$ cat src/rtl/core/htbd_pkg.sv
`timescale 1ns / 1ps
package htbd_pkg;
  localparam int MaxLeaves  = 64;
  localparam int WeightBits = 16;
  localparam int NodeSlots  = 128;
  localparam int IdxW       = 7;
  localparam int SumW       = WeightBits + 7;

  localparam logic [1:0] FUNC_LOAD   = 2'd0;
  localparam logic [1:0] FUNC_BUILD  = 2'd1;
  localparam logic [1:0] FUNC_DECODE = 2'd2;
  localparam logic [1:0] FUNC_QUERY  = 2'd3;

  localparam logic [1:0] ST_OK    = 2'd0;
  localparam logic [1:0] ST_MID   = 2'd1;
  localparam logic [1:0] ST_ERROR = 2'd2;

  localparam logic [7:0] CharLeft  = 8'd48;
  localparam logic [7:0] CharRight = 8'd49;

  typedef struct packed {
    logic           valid;
    logic [7:0]     symbol;
    logic [62:0]    code_bits;
    logic [5:0]     code_length;
    logic [1:0]     status;
  } result_t;

  // Running pair of smallest candidates for one merge step.
  typedef struct packed {
    logic            ha;
    logic            hb;
    logic [IdxW-1:0] a;
    logic [IdxW-1:0] b;
    logic [SumW-1:0] wa;
    logic [SumW-1:0] wb;
  } pick_t;
endpackage

$ cat src/rtl/core/htbd_min2.sv
`timescale 1ns / 1ps
// Shared compare unit: folds one candidate node into the two-smallest pair.
module htbd_min2 (
  input  htbd_pkg::pick_t             cur_i,
  input  logic                        en_i,
  input  logic [htbd_pkg::IdxW-1:0]   idx_i,
  input  logic [htbd_pkg::SumW-1:0]   w_i,
  output htbd_pkg::pick_t             nxt_o
);
  always_comb begin
    nxt_o = cur_i;
    if (en_i) begin
      if (!cur_i.ha || w_i < cur_i.wa) begin
        nxt_o.b  = cur_i.a;
        nxt_o.wb = cur_i.wa;
        nxt_o.hb = cur_i.ha;
        nxt_o.a  = idx_i;
        nxt_o.wa = w_i;
        nxt_o.ha = 1'b1;
      end else if (!cur_i.hb || w_i < cur_i.wb) begin
        nxt_o.b  = idx_i;
        nxt_o.wb = w_i;
        nxt_o.hb = 1'b1;
      end
    end
  end
endmodule

$ cat config.mk
export PLATFORM = sky130hd
export DESIGN_NAME = htbd_min2
export DESIGN_NICKNAME = d
export VERILOG_FILES = /design/src/rtl/core/htbd_pkg.sv /design/src/rtl/core/htbd_min2.sv
export SDC_FILE = /design/constraint.sdc
export NUM_CORES = 1
export LEC_CHECK = 0
export BUFFER_PORTS_ARGS = -buffer_cell sky130_fd_sc_hd__buf_2
export CAP_MARGIN = 20
export CORE_UTILIZATION = 47
export DETAILED_ROUTE_END_ITERATION = 16
export GPL_TIMING_DRIVEN = 0
export PLACE_DENSITY_LB_ADDON = 0.15
export SYNTH_ARGS = -nofsm -noshare
export SYNTH_HDL_FRONTEND = slang
export SYNTH_SLANG_ARGS = --single-unit
$ cat constraint.sdc
create_clock -name vclk -period 2.5
set_input_delay 0.25 -clock vclk [all_inputs]
set_output_delay 0.25 -clock vclk [all_outputs]
set_load 0.03 [all_outputs]
After elaboration in Yosys (flattened, before gate mapping)
Cells that the tools add are included.
{"block": "word_totals", "out_inout_bits": 62, "in_bits": 93, "wordCells": 16, "ff_bits": 0}
{"block": "classes", "n_reduce_logical": 4, "mux": 10, "magnitude_cmp": 2}
{"cell": "23-bit two-way mux", "n": 3}
{"cell": "62-bit two-way mux", "n": 1}
{"cell": "23-bit less-than comparator", "n": 2}
{"cell": "7-bit two-way mux", "n": 3}
{"cell": "1-bit two-way mux", "n": 3}
{"cell": "1-bit logical NOT", "n": 2}
{"cell": "1-bit logical OR", "n": 2}

Depth between registers and ports, before layout
Gate-level depths: netlist of run 1.
{"block": "depth", "ltp_word": 5, "mapped_depth": 12, "ltp_nobuf": 9}

Worst setup path after synthesis of run 1
Ideal clock, no wire load.
{"block": "synth_path", "kind": "input to output", "from": "input cur_i[6] (netlist bit)", "to": "output nxt_o[1] (netlist bit)", "t_required_ns": 2.250, "path_slack_ns": -0.235, "arrival_time_ns": 2.485, "stages": 9, "path_cell_list": "inv_1 > ha_1 > nand2_1 > o21ai_0 > a21oi_1 > o21ai_1 > a31oi_2 > clkbuf_1 > o311ai_0"}
{"element": "from (decl)", "line_no": "htbd_min2.sv:4", "rtl": "input htbd_pkg::pick_t cur_i,"}
{"element": "to (decl)", "line_no": "htbd_min2.sv:8", "rtl": "output htbd_pkg::pick_t nxt_o"}

==> results of run 1 <==
## critical path, delay by kind of cell
family	cells	cell delay [ps]
AOI/OAI and AO/OA	6	1190
adders and majority gates	1	240
buffers and inverters	4	640
and+or+nand+nor	1	160
## worst paths after layout
path                  slack [ps]  startpoint         to  cells past startpoint
worst min-delay path         840   cur_i[34]  nxt_o[34]                      3
worst max-delay path        -260     w_i[10]  nxt_o[21]                     12
## logic make-up (layout without fill, tap and decap cells)
family	after synthesis	count (layout)	synth area share, %
compound gates	98	98	28.10
fa+ha+maj	44	44	20.64
buf+inv	77	257	14.26
mux	31	31	17.31
simple gates	106	106	19.70
## area by class of cell
class                      count  area [um2]  share of cell area, %
tap                           72       90.09                  1.800
multi-input combinational    279        2953                  58.99
buffer                        28       275.3                  5.499
inverter                      48       195.2                  3.899
timing repair buffer         181        1493                  29.82
## through the flow
step                      hold WS [ps]  power, mW  cell area (um2)  TNS, ps
after global placement           889.4     0.9699             3618   -15430
after CTS                        832.0      1.284             4713    -3271
after detailed placement         890.4     0.9852             3618   -16520
after floorplan                  680.4     0.6928             2758    -1112
after global routing             844.4      1.505             5006   -11720
final                            840.1      1.450             5006    -8809
## per-layer routing
layer | vias up | share of wire [%] | routed length, um
met1 | 1885 | 37 | 4881
met3 | 109 | 8.4 | 1112
li1 | 1714 | - | -
met5 | - | 0 | 0
met2 | 359 | 49 | 6517
met4 | 0 | 5.8 | 771
## power by group
| part | total (mW) | switching [mW] | internal [mW] |
|---|---|---|---|
| sequential | 0 | 0 | 0 |
| combinational | 1.45 | 0.771 | 0.679 |
| clock | 0 | 0 | 0 |
## cells in the final DEF, fill, tap and decap left out, types with 21 or more instances in the layout
cell / synthesis / routed
nand4_1: 34 / 34
mux2_4: 30 / 30
a2bb2oi_2: 0 / 21
ha_1: 44 / 22
ha_4: 0 / 21
buf_2: 7 / 67
nand2_1: 56 / 52
buf_4: 1 / 57
buf_6: 4 / 51
inv_1: 48 / 26
## timing repair
item                       CTS  global route
setup endpoints to repair   60            60
gates resized for setup    226            69
gates cloned                 4             1
buffers inserted            17             6
pin swaps                   37            25
==> metrics.md, run 1 <==
| Metric | Value |
|---|---|
| Post-place setup slack | -457.4 ps |
| Combined flip-flop and latch cell area | 0 um2 |
| Total nets after synthesis | 493 |
| Starting Density | 48.74% |
| Count of nets after finishing | 675 |
| Post-synthesis cell type with the largest combined area | ha_1 |
| Number of hold-repair buffers added at the cts stage | 0 |
| Wire length of the first global-routing pass | 17770 um |
| Total count of max-transition violations in the final report | 0 |
| Data arrival, critical path | 2510 ps |
| Die outline area | 5981 um2 |
| Residual DRC | 0 |
| Port Buffer Count | 154 |
| DR WL/cell | 21.85 um |
| CP Cell Sequence | clkbuf_4 -> ha_4 -> a21oi_2 -> o21ai_1 -> a221oi_2 -> o21ai_2 -> a31oi_4 -> buf_6 -> buf_6 -> nand4_1 -> o311ai_2 -> buf_4 |
| Busiest layer in global routing | met2 |
| Max Fanout on Critical Path | 7 |
| Antenna Violating Nets Remaining | 0 |
| Fill cells | 224 |
| Gate count after technology mapping | 356 |
| M2 GR Usage | 67.61% |
| Total grt overflow | 0 |
| Cell area after technology mapping | 2668 um2 |
| Routability Congestion | 0.8887 |
| Worst Setup Start Kind | input pin |
| Number of flip-flops and latches | 0 |
| Average vias per placed instance | 6.689 |
| Tightest slew margin relative to the limit | 48.06% |
| CP peak stage delay | 360 ps |
| Global-route track usage on met1 | 41.90% |
| Hold Crit Class | input pin to output pin |
| Total routing usage reported by global routing | 36.06% |
| Kind of critical path | input pin to output pin |
| RSZ-0062 raised after global routing | yes |
| Leakage component of the power | 2.339 nW |
| Leading cell types by count after synthesis | nand2_1 (56), inv_1 (48), ha_1 (44) |
| Non-filler instance count after layout | 608 |
| Worst Slack Setup Final | -256.0 ps |
| Violations in the final reports | setup timing |
| Worst Setup End Kind | output pin |
| Sum of routed wire length over all layers | 13280 um |
| Run status | finished, violations left |
| Number of antenna violations at the first check in global routing | 0 |
| Synthesis warning total | 0 |
| Fraction of the core area covered by cells at the end of the flow | 91.47% |
| Placeable core region | 5473 um2 |
| Cell area power density | 289.6 nW/um2 |
| Synth-to-Final Area Change | 87.66% |
| VDD IR max | 177.1 uV |
| Synth unique cells | 33 |
| Hold Vio Cnt, Final | 0 |
| Die width | 77.34 um |
| ANT cells | 0 |
| Pin count of the biggest net entering global routing | 11 |
| Highest clock frequency the design can meet | 362.8 MHz |
| Final min period | 2756 ps |
| Most common cell on crit path | buf_6 |
| Vias in the first global route | 3829 |
| Number of DRC violations after detailed-routing iteration 0 | 316 |
| Die outline height | 77.34 um |
| Clock buffers | 0 |
| Top-Level Pins | 155 |
| Number of placed instances, taps included | 582 |
| Detailed-router iteration count before antenna repair | 5 |
| Number of maximum-capacitance violations | 0 |
| Share of post-route cells with drive strength above 1 | 63.81% |
| Cell with the most instances after synthesis | nand2_1 |
| Total number of placement rows | 27 |
| Vias after detailed routing | 4067 |
| Post-detail-place hpwl | 7074 um |
| Tightest Pin Transition | 779.1 ps |
| Final number of setup-violating endpoints | 60 |
| Avg Inst Size Synth | 7.493 um2 |
| Critical path's slowest cell | a31oi_4 |
| Area share of the largest cell type after synthesis | 20.64% |
| Top cells by area, synth | ha_1 (21%), mux2_4 (17%), a2bb2oi_1 (9.8%), nand4_1 (8.0%), nand2_1 (7.9%) |
| Crit path required time | 2250 ps |
| Fin crit share | 110.2% |
| Met3 Track Usage GR | 3.647% |
| Fraction of the yosys area taken by sequential cells | 0% |
No activity file was read; power rests on OpenSTA's default activity.
==> run 2: changes to the inputs <==
- ABC_AREA: default -> 1
- CORE_MARGIN: default -> 3
- CORE_UTILIZATION: 47 -> 49
- PLACE_DENSITY: default -> 0.94
- PLACE_DENSITY_LB_ADDON: 0.15 -> default
==> run 2 against run 1 <==
Critical endpoint is now nxt_o[22]. Design area down 22%. Sequential cell count is the same. Synthesized area rose by 13%. First-iteration DRC count shrank 8.5%. Setup slack improved by 450 ps. Sequential share of layout area stayed put. Via count rose by 3.8%. Total power fell by 31%. The run now ends clean. Maximum frequency is 20% higher. Combinational power fell by 31%. Global-route usage decreased by 8.4 points. Largest power group unchanged.
==> metrics.md, run 2 <==
| Metric | Value |
|---|---|
| Synthesis warning total | 0 (unchanged) |
| Final hold slack | 872.7 ps (+32.61 ps) |
| Routability Congestion | 0.9355 (+5.3%) |
| Vias in the first global route | 3926 (+2.5%) |
| Die width | 84.46 um (+9.2%) |
| VDD IR max | 162.3 uV (-8.4%) |
| Synth-to-Final Area Change | 28.74% |
| Number of DRC violations after detailed-routing iteration 0 | 289 (-8.5%) |
| Cell area power density | 258.2 nW/um2 (-11%) |
| Post-synthesis cell type with the largest combined area | nand2_1 |
| Leakage component of the power | 2.704 nW (+16%) |
| Avg Inst Size Synth | 5.139 um2 (-31%) |
| Max Fanout on Critical Path | 10 (+3) |
| Total nets after synthesis | 724 (+47%) |
| Tightest Pin Transition | 600.8 ps (-178.4 ps) |
| Number of hold-repair buffers added at the cts stage | 0 (unchanged) |
| Total number of placement rows | 27 (unchanged) |
| Post-detail-place hpwl | 8410 um (+19%) |
| Final min period | 2304 ps (-452.1 ps) |
| Sum of routed wire length over all layers | 10430 um (-21%) |
| Synth unique cells | 22 (-33%) |
| Hold Path End | nxt_o[54] |
| Number of maximum-capacitance violations | 0 (unchanged) |
| Count of nets after finishing | 880 (+30%) |
| Hold Vio Cnt, Final | 0 (unchanged) |
| Number of flip-flops and latches | 0 (unchanged) |
| Total grt overflow | 0 (unchanged) |
| Commonest non-fill, non-tap cell in the layout | nand2_1 |
| Fin crit share | 92.16% (-18 points) |
| Detailed-router iteration count before antenna repair | 5 (unchanged) |
| Total routing usage reported by global routing | 27.64% (-8.4 points) |
| Worst hold path cell count | 4 (+1) |
| Leading cell types by count after synthesis | nand2_1 (221), inv_1 (131), nand3_1 (92) |
| Antenna Violating Nets Remaining | 0 (unchanged) |
| Worst min-delay path startpoint | cur_i[54] |
| Die outline area | 7133 um2 (+19%) |
| Fraction of the core area covered by cells at the end of the flow | 67.63% (-24 points) |
| Data arrival, critical path | 2050 ps (-460 ps) |
| Cell area after technology mapping | 3017 um2 (+13%) |
| Kind of critical path | input pin to output pin |
| DR WL/cell | 12.83 um (-41%) |
| Run status | finished, final reports clean |
| Residual DRC | 0 (unchanged) |
| Top-Level Pins | 155 (unchanged) |
| Worst Setup Start Kind | input pin |
| Cell with the most instances after synthesis | nand2_1 |
| Placeable core region | 5743 um2 (+4.9%) |
| Worst Setup End Kind | output pin |
| Tightest slew margin relative to the limit | 59.95% (+12 points) |
| Average vias per placed instance | 5.193 (-22%) |
| ANT cells | 0 (unchanged) |
| Most frequent cells in the layout | nand2_1 (221), buf_2 (160), inv_1 (131) |
| Final number of setup-violating endpoints | 0 (-100%) |
| Clock buffers | 0 (unchanged) |
| Area share of the largest cell type after synthesis | 27.50% (+6.9 points) |
| Pin count of the biggest net entering global routing | 11 (unchanged) |
| Top cells by area, synth | nand2_1 (27%), ha_1 (18%), inv_1 (16%), nand3_1 (15%), o21ai_2 (8.7%) |
| Starting Density | 52.53% (+3.8 points) |
| Port Buffer Count | 154 (unchanged) |
| Vias after detailed routing | 4222 (+3.8%) |
| Die outline height | 84.46 um (+9.2%) |
| Post-CTS repair timing setup buffer count | 0 (-17) |
| Total count of max-transition violations in the final report | 0 (unchanged) |
| Number of antenna violations at the first check in global routing | 0 (unchanged) |
| Share of post-route cells with drive strength above 1 | 28.48% (-35 points) |
| Combined flip-flop and latch cell area | 0 um2 (unchanged) |
| Number of resized instances in the post-cts repair step | 0 (-100%) |
| Fraction of the yosys area taken by sequential cells | 0% (unchanged) |
| Gate count after technology mapping | 587 (+65%) |
| Final Power | 1.003 mW (-31%) |
| Crit path required time | 2250 ps (about the same) |
| Final sum of negative setup slack | 0 ps (+8809 ps) |
| Wire length of the first global-routing pass | 17020 um (-4.2%) |
| Hold Crit Class | input pin to output pin |
| Highest clock frequency the design can meet | 434.0 MHz (+20%) |
## run 2: report_power, final
group | internal [mW] | switching, mW
logic | 0.335 | 0.668
clock network | 0 | 0
registers | 0 | 0
## run 2: area by class of cell
class                      instances  area (um2)
buffer                            28       195.2
multi-input combinational        426        2328
inverter                         133       499.2
timing repair buffer             154       770.7
tap                               72       90.09
fill                             524        1859
## run 2: logic make-up (layout without fill, tap and decap cells)
kind of cell             after synthesis  count (layout)  synth area share [%]
AO/OA/AOI/OAI                         49              49                 12.11
adder cells (fa/ha/maj)               44              44                 18.25
buffers and inverters                161             315                 22.94
AND/OR/NAND/NOR                      333             333                 46.70
## run 2: per-layer routing
metal	routed length, um	up-vias	track usage [%]
li1	-	2110	-
met1	4088	1843	33.70
met2	5080	247	51.15
met3	1077	22	2.748
met4	182	0	7.626
met5	0	-	0
## run 2: stage by stage
step                      worst slack [ps]  cell area [um2]  instances
final                                196.1             3884        813
after global placement               251.1             3877        813
after global routing                -18.15             3884        813
after CTS                            189.7             3877        813
after detailed placement             198.1             3877        813
after floorplan                      577.5             3017        587
## run 2: worst max-delay path: stages
cell and delay [ps]:
buf_2 100, inv_1 50, ha_1 290, nand2_1 70, nor2_1 190, nand2_1 110, nor2_1 120, nand2_1 70
nand3_2 80, nand2_1 80, buf_2 200, nand2_1 80, nand3_1 80, nand2_1 100, buf_2 200
## run 2: how the worst max path moves through the flow
stage / slack (ps) / depth (start not counted) / endpoint / startpoint
final: 200 / 15 / nxt_o[22] / cur_i[22]
after detailed placement: 200 / 13 / nxt_o[12] / cur_i[18]
after global placement: 250 / 13 / nxt_o[0] / cur_i[22]
after floorplan: 580 / 12 / nxt_o[23] / cur_i[45]
after CTS: 190 / 13 / nxt_o[12] / cur_i[18]
after global routing: -20 / 15 / nxt_o[12] / cur_i[22]
